===== config.mk =====
export PLATFORM = sky130hd
export DESIGN_NAME = gregorian_date_jdn_converter_top
export DESIGN_NICKNAME = d
export VERILOG_FILES = /design/src/rtl/gdj_pkg.sv /design/src/rtl/gregorian_date_jdn_converter_top.sv /design/src/rtl/gdj_d2j.sv /design/src/rtl/gdj_j2d.sv
export SDC_FILE = /design/constraint.sdc
export NUM_CORES = 2
export LEC_CHECK = 0
export ABC_AREA = 1
export BUFFER_PORTS_ARGS = -buffer_cell sky130_fd_sc_hd__buf_2
export CAP_MARGIN = 20
export CORE_MARGIN = 3
export CORE_UTILIZATION = 51
export CTS_BUF_LIST = sky130_fd_sc_hd__clkbuf_4
export DETAILED_ROUTE_END_ITERATION = 10
export GPL_TIMING_DRIVEN = 0
export HOLD_SLACK_MARGIN = 0.15
export PLACE_DENSITY = 0.7
export SYNTH_ARGS = -nofsm -noshare
export SYNTH_HDL_FRONTEND = slang
export SYNTH_SLANG_ARGS = --single-unit

===== constraint.sdc =====
create_clock -name i_clk -period 7 [get_ports i_clk]
set_clock_uncertainty 0.2 [all_clocks]
set_input_delay 1.05 -clock i_clk [delete_from_list [all_inputs] [get_ports i_clk]]
set_output_delay 1.05 -clock i_clk [all_outputs]
set_load 0.02 [all_outputs]

===== src/rtl/gdj_pkg.sv =====
// Shared constants, types and calendar tables for the date / day number converter.
package gdj_pkg;

    // Field widths
    localparam int unsigned YEAR_W  = 14;
    localparam int unsigned MONTH_W = 4;
    localparam int unsigned DAY_W   = 5;
    localparam int unsigned JDN_W   = 23;

    // Pipeline depths: core stages, date path compute stages, total to the outputs
    localparam int unsigned PIPE_LAT = 9;
    localparam int unsigned D2J_LAT  = 5;
    localparam int unsigned D2J_PAD  = PIPE_LAT - D2J_LAT;
    localparam int unsigned LATENCY  = PIPE_LAT + 2;

    localparam int unsigned MONTHS = 12;

    // Supported day number range (0001-01-01 to 9999-12-31)
    localparam logic [JDN_W-1:0] JDN_MIN = 23'd1721426;
    localparam logic [JDN_W-1:0] JDN_MAX = 23'd5373484;

    // Request codes
    localparam logic REQ_D2J = 1'b0;
    localparam logic REQ_J2D = 1'b1;

    // floor(x / 100) == (x * 5243) >> 19 for every x below 43699
    localparam logic [12:0] RECIP100_MUL = 13'd5243;
    localparam int unsigned RECIP100_SH  = 19;

    typedef struct packed {
        logic [YEAR_W-1:0]  year;
        logic [MONTH_W-1:0] month;
        logic [DAY_W-1:0]   day;
    } t_date;

    // Days from 1 March to the first day of the March-based month mm
    function automatic logic [8:0] f_days_before(input logic [3:0] mm);
        logic [8:0] days;
        case (mm)
            4'd0:    days = 9'd0;
            4'd1:    days = 9'd31;
            4'd2:    days = 9'd61;
            4'd3:    days = 9'd92;
            4'd4:    days = 9'd122;
            4'd5:    days = 9'd153;
            4'd6:    days = 9'd184;
            4'd7:    days = 9'd214;
            4'd8:    days = 9'd245;
            4'd9:    days = 9'd275;
            4'd10:   days = 9'd306;
            4'd11:   days = 9'd337;
            default: days = 9'd0;
        endcase
        return days;
    endfunction

    // Length of a calendar month, zero for a month number outside 1..12
    function automatic logic [DAY_W-1:0] f_month_len(input logic [MONTH_W-1:0] m,
                                                     input logic leap);
        logic [DAY_W-1:0] len;
        case (m) inside
            4'd1, 4'd3, 4'd5, 4'd7, 4'd8, 4'd10, 4'd12: len = 5'd31;
            4'd4, 4'd6, 4'd9, 4'd11:                    len = 5'd30;
            4'd2:                                       len = leap ? 5'd29 : 5'd28;
            default:                                    len = 5'd0;
        endcase
        return len;
    endfunction

endpackage


===== src/rtl/gregorian_date_jdn_converter_top.sv =====
// Proleptic Gregorian date <-> Julian Day Number converter, fully pipelined.
// Request channel: drive i_req_type and the operands with start high; a beat is taken at
// every rising edge where start is high and busy is low. busy stays low, so a request
// may be issued in every clock cycle.
// i_req_type selects the direction: date to day number reads i_year_in, i_month_in and
// i_day_in; day number to date reads i_jdn_in. The other operands are ignored.
// Result channel: o_strobe marks each result beat for exactly one cycle, in request
// order; throughput is one result per cycle. A request passes through the nine stages
// of the day-number-to-date path (two reciprocal multiplies, each with a correcting
// subtract, then a month search), which the date path is padded to match, then two
// shared stages for leap year, month length and validity checks.
// The receiver cannot hold results off: each beat must be taken in its strobe cycle.
// Synchronous reset (i_rst_n low) empties the pipeline: no result issues for a request
// taken before reset. Payload outputs are not reset.
module gregorian_date_jdn_converter_top (
    input  logic                        i_clk,
    input  logic                        i_rst_n,
    input  logic                        start,
    output logic                        busy,
    input  logic                        i_req_type,
    input  logic [gdj_pkg::YEAR_W-1:0]  i_year_in,
    input  logic [gdj_pkg::MONTH_W-1:0] i_month_in,
    input  logic [gdj_pkg::DAY_W-1:0]   i_day_in,
    input  logic [gdj_pkg::JDN_W-1:0]   i_jdn_in,
    output logic                        o_strobe,
    output logic [gdj_pkg::JDN_W-1:0]   o_jdn_out,
    output logic [gdj_pkg::YEAR_W-1:0]  o_year_out,
    output logic [gdj_pkg::MONTH_W-1:0] o_month_out,
    output logic [gdj_pkg::DAY_W-1:0]   o_day_out,
    output logic                        o_valid_res,
    output logic                        o_leap_year,
    output logic [gdj_pkg::DAY_W-1:0]   o_month_days
);
    import gdj_pkg::*;

    typedef struct packed {
        logic               req;
        logic [YEAR_W-1:0]  year;
        logic [MONTH_W-1:0] month;
        logic [DAY_W-1:0]   day;
        logic [JDN_W-1:0]   jdn;
    } t_echo;

    typedef struct packed {
        logic               req;
        logic               rng;
        logic [YEAR_W-1:0]  year;
        logic [MONTH_W-1:0] month;
        logic [DAY_W-1:0]   day;
        logic [JDN_W-1:0]   jdn;
        logic [26:0]        qprod;
    } t_tail;

    // Every cycle is open for a new beat
    logic n_take;

    assign busy   = 1'b0;
    assign n_take = start & ~busy;

    // Conversion cores
    logic [JDN_W-1:0] w_d2j_jdn;
    t_date            w_j2d_date;
    logic             w_j2d_rng;

    gdj_d2j u_d2j (
        .i_clk   (i_clk),
        .i_year  (i_year_in),
        .i_month (i_month_in),
        .i_day   (i_day_in),
        .o_jdn   (w_d2j_jdn)
    );

    gdj_j2d u_j2d (
        .i_clk  (i_clk),
        .i_jdn  (i_jdn_in),
        .o_date (w_j2d_date),
        .o_rng  (w_j2d_rng)
    );

    // Valid bits and request echo alongside the cores
    logic [PIPE_LAT-1:0] r_vld;
    t_echo               n_echo;
    t_echo               r_echo [0:PIPE_LAT-1];

    assign n_echo = '{req: i_req_type, year: i_year_in, month: i_month_in,
                      day: i_day_in, jdn: i_jdn_in};

    always_ff @(posedge i_clk) begin
        if (!i_rst_n) begin
            r_vld <= '0;
        end else begin
            r_vld <= {r_vld[PIPE_LAT-2:0], n_take};
        end
    end

    always_ff @(posedge i_clk) begin
        r_echo[0] <= n_echo;
    end

    for (genvar g = 1; g < PIPE_LAT; g++) begin : g_echo
        always_ff @(posedge i_clk) begin
            r_echo[g] <= r_echo[g-1];
        end
    end

    // Tail stage 1: pick the date for this direction, start the year / 100 divide
    t_echo w_echo;
    t_tail n_tail, r_tail;
    logic  r_tail_vld;

    assign w_echo = r_echo[PIPE_LAT-1];

    always_comb begin
        n_tail.req = w_echo.req;
        if (w_echo.req == REQ_J2D) begin
            n_tail.rng   = w_j2d_rng;
            n_tail.year  = w_j2d_date.year;
            n_tail.month = w_j2d_date.month;
            n_tail.day   = w_j2d_date.day;
            n_tail.jdn   = w_echo.jdn;
        end else begin
            n_tail.rng   = 1'b1;
            n_tail.year  = w_echo.year;
            n_tail.month = w_echo.month;
            n_tail.day   = w_echo.day;
            n_tail.jdn   = w_d2j_jdn;
        end
        n_tail.qprod = 27'(n_tail.year) * 27'(RECIP100_MUL);
    end

    always_ff @(posedge i_clk) begin
        if (!i_rst_n) begin
            r_tail_vld <= 1'b0;
        end else begin
            r_tail_vld <= r_vld[PIPE_LAT-1];
        end
    end

    always_ff @(posedge i_clk) begin
        r_tail <= n_tail;
    end

    // Tail stage 2: leap year, month length, validity and masking
    logic [7:0]         n_q100;
    logic [13:0]        n_yrem;
    logic               n_leap;
    logic [DAY_W-1:0]   n_mdays;
    logic               n_ok;
    logic [JDN_W-1:0]   n_jdn_out;
    logic [YEAR_W-1:0]  n_year_out;
    logic [MONTH_W-1:0] n_month_out;
    logic [DAY_W-1:0]   n_day_out;
    logic               n_leap_out;
    logic [DAY_W-1:0]   n_mdays_out;

    always_comb begin
        n_q100  = r_tail.qprod[26:RECIP100_SH];
        n_yrem  = r_tail.year - (14'(n_q100) * 14'd100);
        n_leap  = (r_tail.year[1:0] == 2'b00) &&
                  ((n_yrem[6:0] != 7'd0) || (n_q100[1:0] == 2'b00));
        n_mdays = f_month_len(r_tail.month, n_leap);

        if (r_tail.req == REQ_J2D) begin
            n_ok = r_tail.rng;
        end else begin
            n_ok = (r_tail.year >= 14'd1) && (r_tail.year <= 14'd9999) &&
                   (n_mdays != 5'd0) && (r_tail.day >= 5'd1) && (r_tail.day <= n_mdays);
        end

        n_jdn_out   = n_ok ? r_tail.jdn : '0;
        n_year_out  = r_tail.year;
        n_month_out = r_tail.month;
        n_day_out   = r_tail.day;
        n_leap_out  = n_leap;
        n_mdays_out = n_mdays;

        // Drop everything for a day number outside the supported range
        if ((r_tail.req == REQ_J2D) && !r_tail.rng) begin
            n_year_out  = '0;
            n_month_out = '0;
            n_day_out   = '0;
            n_leap_out  = 1'b0;
            n_mdays_out = '0;
        end
    end

    logic               r_strobe;
    logic [JDN_W-1:0]   r_jdn_out;
    logic [YEAR_W-1:0]  r_year_out;
    logic [MONTH_W-1:0] r_month_out;
    logic [DAY_W-1:0]   r_day_out;
    logic               r_valid_res;
    logic               r_leap_year;
    logic [DAY_W-1:0]   r_month_days;

    always_ff @(posedge i_clk) begin
        if (!i_rst_n) begin
            r_strobe <= 1'b0;
        end else begin
            r_strobe <= r_tail_vld;
        end
    end

    always_ff @(posedge i_clk) begin
        r_jdn_out    <= n_jdn_out;
        r_year_out   <= n_year_out;
        r_month_out  <= n_month_out;
        r_day_out    <= n_day_out;
        r_valid_res  <= n_ok;
        r_leap_year  <= n_leap_out;
        r_month_days <= n_mdays_out;
    end

    assign o_strobe     = r_strobe;
    assign o_jdn_out    = r_jdn_out;
    assign o_year_out   = r_year_out;
    assign o_month_out  = r_month_out;
    assign o_day_out    = r_day_out;
    assign o_valid_res  = r_valid_res;
    assign o_leap_year  = r_leap_year;
    assign o_month_days = r_month_days;

    // Each result beat comes from a request taken a fixed latency earlier
    a_strobe_latency: assert property (@(posedge i_clk) disable iff (!i_rst_n)
        o_strobe |-> $past(start, LATENCY))
        else $error("result beat without a matching request");

    // A rejected request never reports a day number
    a_invalid_zero: assert property (@(posedge i_clk) disable iff (!i_rst_n)
        (o_strobe && !o_valid_res) |-> (o_jdn_out == '0))
        else $error("day number reported for an invalid request");

    // A valid result carries a real calendar date
    a_valid_date: assert property (@(posedge i_clk) disable iff (!i_rst_n)
        (o_strobe && o_valid_res) |->
            ((o_month_out >= 4'd1) && (o_month_out <= 4'd12) &&
             (o_day_out >= 5'd1) && (o_day_out <= o_month_days)))
        else $error("valid result with an impossible date");

    // A valid result's day number lies in the supported range
    a_valid_jdn: assert property (@(posedge i_clk) disable iff (!i_rst_n)
        (o_strobe && o_valid_res) |-> ((o_jdn_out >= JDN_MIN) && (o_jdn_out <= JDN_MAX)))
        else $error("valid result with a day number out of range");

endmodule


===== src/rtl/gdj_d2j.sv =====
// Date to day number pipeline: five compute stages, padded to the core depth.
module gdj_d2j (
    input  logic                        i_clk,
    input  logic [gdj_pkg::YEAR_W-1:0]  i_year,
    input  logic [gdj_pkg::MONTH_W-1:0] i_month,
    input  logic [gdj_pkg::DAY_W-1:0]   i_day,
    output logic [gdj_pkg::JDN_W-1:0]   o_jdn
);
    import gdj_pkg::*;

    // Stage 1: move January and February to the end of the previous year
    logic                 n_late;
    logic [YEAR_W-1:0]    n_yy, r_yy_s1, r_yy_s2;
    logic [3:0]           n_mm, r_mm_s1, r_mm_s2, r_mm_s3;
    logic [DAY_W-1:0]     r_day_s1, r_day_s2, r_day_s3;

    assign n_late = (i_month >= 4'd3);
    assign n_mm   = n_late ? (i_month - 4'd3) : (i_month + 4'd9);
    assign n_yy   = n_late ? i_year : (i_year - 14'd1);

    always_ff @(posedge i_clk) begin
        r_yy_s1  <= n_yy;
        r_mm_s1  <= n_mm;
        r_day_s1 <= i_day;
    end

    // Stage 2: reciprocal multiply for the century
    logic [26:0] n_p, r_p_s2;

    assign n_p = 27'(r_yy_s1) * 27'(RECIP100_MUL);

    always_ff @(posedge i_clk) begin
        r_p_s2   <= n_p;
        r_yy_s2  <= r_yy_s1;
        r_mm_s2  <= r_mm_s1;
        r_day_s2 <= r_day_s1;
    end

    // Stage 3: century and year within the century
    logic [7:0]  n_cent, r_cent_s3;
    logic [13:0] n_yrem;
    logic [6:0]  n_yic, r_yic_s3;

    assign n_cent = r_p_s2[26:RECIP100_SH];
    assign n_yrem = r_yy_s2 - (14'(n_cent) * 14'd100);
    assign n_yic  = n_yrem[6:0];

    always_ff @(posedge i_clk) begin
        r_cent_s3 <= n_cent;
        r_yic_s3  <= n_yic;
        r_mm_s3   <= r_mm_s2;
        r_day_s3  <= r_day_s2;
    end

    // Stage 4: day counts of whole centuries, whole years and whole months
    logic [25:0] n_cprod;
    logic [23:0] r_t1_s4;
    logic [15:0] n_t2, r_t2_s4;
    logic [8:0]  n_t3, r_t3_s4;

    assign n_cprod = 26'(r_cent_s3) * 26'd146097;
    assign n_t2    = (16'(r_yic_s3) * 16'd365) + 16'(r_yic_s3[6:2]);
    assign n_t3    = f_days_before(r_mm_s3) + 9'(r_day_s3);

    always_ff @(posedge i_clk) begin
        r_t1_s4 <= n_cprod[25:2];
        r_t2_s4 <= n_t2;
        r_t3_s4 <= n_t3;
    end

    // Stage 5: add up with the epoch offset
    logic [23:0]      n_sum;
    logic [JDN_W-1:0] r_jdn_d [0:D2J_PAD];

    assign n_sum = r_t1_s4 + 24'(r_t2_s4) + 24'(r_t3_s4) + 24'd1721119;

    always_ff @(posedge i_clk) begin
        r_jdn_d[0] <= n_sum[JDN_W-1:0];
    end

    // Pad to the depth of the day number path
    for (genvar g = 1; g <= D2J_PAD; g++) begin : g_pad
        always_ff @(posedge i_clk) begin
            r_jdn_d[g] <= r_jdn_d[g-1];
        end
    end

    assign o_jdn = r_jdn_d[D2J_PAD];

endmodule


===== src/rtl/gdj_j2d.sv =====
// Day number to date pipeline: two reciprocal divides with correction and a month search.
module gdj_j2d (
    input  logic                      i_clk,
    input  logic [gdj_pkg::JDN_W-1:0] i_jdn,
    output gdj_pkg::t_date            o_date,
    output logic                      o_rng
);
    import gdj_pkg::*;

    // Range flag travels with the data
    logic                n_rng;
    logic [PIPE_LAT-1:0] r_rng;

    assign n_rng = (i_jdn >= JDN_MIN) && (i_jdn <= JDN_MAX);

    always_ff @(posedge i_clk) begin
        r_rng <= {r_rng[PIPE_LAT-2:0], n_rng};
    end

    assign o_rng = r_rng[PIPE_LAT-1];

    // Stage 1: quarter-day count from the March epoch
    logic [24:0] n_asum;
    logic [23:0] r_a_s1, r_a_s2;

    assign n_asum = {i_jdn, 2'b00} - 25'd6884477;

    always_ff @(posedge i_clk) begin
        r_a_s1 <= n_asum[23:0];
    end

    // Stage 2: estimate the century by reciprocal multiply
    logic [32:0] n_p1, r_p1_s2;

    assign n_p1 = 33'(r_a_s1) * 33'd459;

    always_ff @(posedge i_clk) begin
        r_p1_s2 <= n_p1;
        r_a_s2  <= r_a_s1;
    end

    // Stage 3: remainder of the estimate, short by at most one divisor
    logic [6:0]  n_q0, r_q0_s3;
    logic [24:0] n_qprod;
    logic [23:0] n_adiff;
    logic [18:0] r_rem0_s3;

    assign n_q0    = r_p1_s2[32:26];
    assign n_qprod = 25'(n_q0) * 25'd146097;
    assign n_adiff = r_a_s2 - n_qprod[23:0];

    always_ff @(posedge i_clk) begin
        r_q0_s3   <= n_q0;
        r_rem0_s3 <= n_adiff[18:0];
    end

    // Stage 4: correct the century, round the remainder up to 4k+3
    logic [6:0]  n_cent;
    logic [18:0] n_rsub;
    logic [17:0] n_r, n_u, r_u_s4, r_u_s5;
    logic [6:0]  r_cent [0:4];

    always_comb begin
        n_rsub = r_rem0_s3 - 19'd146097;
        if (r_rem0_s3 >= 19'd146097) begin
            n_cent = r_q0_s3 + 7'd1;
            n_r    = n_rsub[17:0];
        end else begin
            n_cent = r_q0_s3;
            n_r    = r_rem0_s3[17:0];
        end
    end

    assign n_u = {n_r[17:2], 2'b11};

    always_ff @(posedge i_clk) begin
        r_cent[0] <= n_cent;
        r_u_s4    <= n_u;
    end

    // Carry the century down to the last stage
    for (genvar g = 1; g < 5; g++) begin : g_cent
        always_ff @(posedge i_clk) begin
            r_cent[g] <= r_cent[g-1];
        end
    end

    // Stage 5: estimate the year within the century
    logic [31:0] n_p2, r_p2_s5;

    assign n_p2 = 32'(r_u_s4) * 32'd11483;

    always_ff @(posedge i_clk) begin
        r_p2_s5 <= n_p2;
        r_u_s5  <= r_u_s4;
    end

    // Stage 6: remainder of the year estimate
    logic [6:0]  n_yq0, r_yq0_s6;
    logic [17:0] n_yprod, n_vdiff;
    logic [11:0] r_v0_s6;

    assign n_yq0   = r_p2_s5[30:24];
    assign n_yprod = 18'(n_yq0) * 18'd1461;
    assign n_vdiff = r_u_s5 - n_yprod;

    always_ff @(posedge i_clk) begin
        r_yq0_s6 <= n_yq0;
        r_v0_s6  <= n_vdiff[11:0];
    end

    // Stage 7: correct the year, day within the March-based year
    logic [6:0]  n_yic, r_yic_s7, r_yic_s8;
    logic [11:0] n_vsub;
    logic [10:0] n_v;
    logic [8:0]  r_e_s7, r_e_s8;

    always_comb begin
        n_vsub = r_v0_s6 - 12'd1461;
        if (r_v0_s6 >= 12'd1461) begin
            n_yic = r_yq0_s6 + 7'd1;
            n_v   = n_vsub[10:0];
        end else begin
            n_yic = r_yq0_s6;
            n_v   = r_v0_s6[10:0];
        end
    end

    always_ff @(posedge i_clk) begin
        r_yic_s7 <= n_yic;
        r_e_s7   <= n_v[10:2];
    end

    // Stage 8: month search against the month start table
    logic [3:0] n_mm, r_mm_s8;

    always_comb begin
        n_mm = '0;
        for (int k = 1; k < MONTHS; k++) begin
            if (r_e_s7 >= f_days_before(4'(k))) begin
                n_mm = n_mm + 4'd1;
            end
        end
    end

    always_ff @(posedge i_clk) begin
        r_mm_s8  <= n_mm;
        r_e_s8   <= r_e_s7;
        r_yic_s8 <= r_yic_s7;
    end

    // Stage 9: back to calendar month, day and year
    logic       n_carry;
    logic [8:0] n_dd;
    t_date      n_date, r_date;

    always_comb begin
        n_carry      = (r_mm_s8 >= 4'd10);
        n_dd         = r_e_s8 - f_days_before(r_mm_s8);
        n_date.day   = n_dd[DAY_W-1:0] + 5'd1;
        n_date.month = n_carry ? (r_mm_s8 - 4'd9) : (r_mm_s8 + 4'd3);
        n_date.year  = (14'(r_cent[4]) * 14'd100) + 14'(r_yic_s8) + 14'(n_carry);
    end

    always_ff @(posedge i_clk) begin
        r_date <= n_date;
    end

    assign o_date = r_date;

endmodule

==> summary.txt <==
Critical path
  – CP top delay family: adder cells
  – CP Capture Type: register
  – Levels on crit path: 42
  – Reg2Reg Depth: 42
  – Critical path class: reg -> reg
  – Cell mode on critical path: nand2_2
  – Worst Path Arrival: 7.22 ns
  – Max incr delay on CP: 0.44 ns
  – Startpoint Class: register
  – Crit-path max FO: 6
  – Worst path buffer plus inverter count: 8
  – Slowest library cell on the worst path: dfxtp_1
  – WP data required: 7.69 ns

STA
  – Final period util: 93.2%
  – Final number of setup-violating endpoints: 0
  – Setup ws final: 0.473 ns
  – Final Critical Period: 6.53 ns
  – Hold slack: 0.141 ns
  – Final Hold Fails: 0
  – FMAX: 153 MHz
  – Rel. slew slack: 32.4%
  – Max-slew violation count: 0
  – Slew of the pin with the lowest slew margin: 1.00 ns
  – RSZ-0062 raised after global routing: false

Synthesis
  – Predominant post-synthesis flop cell: dfxtp_1
  – Post-Syn Area per Cell: 10.7 sq um
  – Yosys reg bits: 980
  – Synth cell types: 56
  – Mapped Cells: 4,577
  – Synth top area share: 40.2%
  – Post-synth EDFFs: 0
  – Seq/Total Area, Yosys: 40.2%
  – Post-Syn Area: 48,800 sq um
  – YS warnings: 0
  – Dominant cell type by area after synthesis: dfxtp_1
  – Asr flop ratio synth: 0%
  – Syn Nets: 5,757
  – Ranking of synthesized cells by area: dfxtp_1 40%, ha_1 18%, fa_1 17%

Clock tree
  – Clk Latency, worst-skew pair: 1.06 ns
  – CTS Buf Count: 221
  – Clock Path Buffers: 3
  – Register clock-pin slew on the reported worst setup and hold paths: 0.07 ns
  – CTS tree: done
  – Clock sinks: 980
  – Clock tree root driver cell: clkbuf_4
  – H-tree depth: 4

Route
  – Number of remaining DRC errors: 0
  – Initial DRC Count: 1,242
  – Wire per inst: 15.4 microns
  – Initial DRT Pass Iterations: 5
  – Vias: 32,571
  – Antenna Nets Post-Route: 0
  – Via density: 4.78
  – Final WL: 105,000 microns

Floorplan
  – Initial core utilization: 51.9%
  – Core Region: 94,000 sq um
  – Die W: 315 microns
  – Num rows: 112
  – # IOs: 105
  – Full die area: 99,400 sq um
  – Die Y: 315 microns

Global routing
  – Vias in the first global route: 35,621
  – First-pass GRT wire length: 174,000 microns
  – GR Overflow Total: 0
  – GRT Total Usage: 21.9%
  – Initial antenna violation count: 8
  – Largest net degree at the start of global routing: 19

Final layout
  – Most common cell after layout, fill and taps aside: inv_1
  – Most frequent cells in the layout: 1,013 x inv_1, 976 x dfxtp_1, 707 x ha_1
  – Area of the multi-input gates: 25,300 sq um
  – Final core occ: 62.4%
  – Layout cells sized above 1: 10.7%
  – Fill count: 7,071
  – FF+latch area: 19,600 sq um
  – Layout overhead on the synthesized area: 20.3%
  – Nets: 6,559

Hold path
  – Hold/Removal Path Class: reg -> reg
  – Worst hold stages: 0

Placed design
  – Pre-CTS setup slack: -0.227 ns
  – Routability-driven placement congestion ratio: 0.888
  – Detailed Place HPWL: 69,200 microns
  – Port Buf Inserts: 103

Status
  – Status: finished clean

Run
  – Maxcap violations: 0
[what timing repair did]
action	CTS	global route
resized for setup	14	19
endpoints found under the hold margin	496	8
setup buffers	1	5
endpoints found under the setup margin	5	5
hold buffers	462	8
pin swaps	1	10
[through the flow]
stage,cells,area (sq um),setup TNS [ns]
4_1_cts,6789,58500,0
2_1_floorplan,4577,48800,0
3_5_place_dp,5934,50900,-0.585
5_1_grt,6805,58700,0
6_report,6808,58700,0
3_3_place_gp,5934,50900,-0.0740
[per-layer routing]
metal / track usage, % / vias up / share of wire (%)
met5: 0 / - / 0.012
met3: 3.50 / 262 / 3.9
met1: 25.6 / 15559 / 41
met2: 39.8 / 735 / 52
met4: 9.33 / 2 / 3.7
li1: - / 16013 / -
[synthesized netlist by cell type (all sizes together) (26+ instances only)]
master  number
fa         419
nor2       198
nand2      404
nor3        30
nand3       98
nand4       26
o21ai      115
ha         711
xnor2       79
xor2       141
a21oi      191
inv       1022
dfxtp      980
mux2        32
[worst register-to-register path: cells and delay by family, from the launching register on]
kind	cells	cell delay [ns]
adders and majority gates	10	2.59
and+or+nand+nor	21	2.27
buffers and inverters	8	0.46
DFF	1	0.44
AOI/OAI and AO/OA	3	0.41
[registers in the layout, indices dropped and copies added (netlist names), 19 cells and up, named ones only]
name and flops:
o_jdn_out 23, r_echo 406, r_tail 48, u_d2j.r_jdn_d 115, u_d2j.r_t1_s4 23, u_j2d.o_date 23, u_j2d.r_a_s1 22, u_j2d.r_cent 35
u_j2d.r_rem0_s3 19
[final cells by class]
cell class,count,area share [%]
buffer,17,0.143
clock buffer,323,4.13
clock inverter,69,0.885
multi-input combinational,2557,43.2
sequential,980,33.4
inverter,1023,6.55
tap,1254,2.67
antenna,6,0.0256
timing repair buffer,579,8.97
[worst paths after layout]
| check | startpoint | slack, ns | endpoint |
|---|---|---|---|
| worst max-delay path | u_j2d.r_e_s7[4] | 0.47 | register |
| worst min-delay path | r_echo[0][303] | 0.14 | r_echo[0][350] |
| worst max register to register | u_j2d.r_e_s7[4] | 0.47 | register |
| worst min register to register | r_echo[0][303] | 0.14 | r_echo[0][350] |
[kinds of logic after synthesis]
| family | Yosys count | synth area share (%) |
|---|---|---|
| adder cells (fa/ha/maj) | 1130 | 35.4 |
| AO/OA/AOI/OAI | 386 | 4.44 |
| multiplexers | 32 | 0.739 |
| XOR/XNOR | 220 | 3.95 |
| other | 1 | 0.00769 |
| buffers and inverters | 1040 | 8.05 |
| AND/OR/NAND/NOR | 788 | 7.14 |
| flip-flops | 980 | 40.2 |
Power is not shown: default switching activity piles up to over one toggle a cycle in this logic, so the estimate is an artifact.
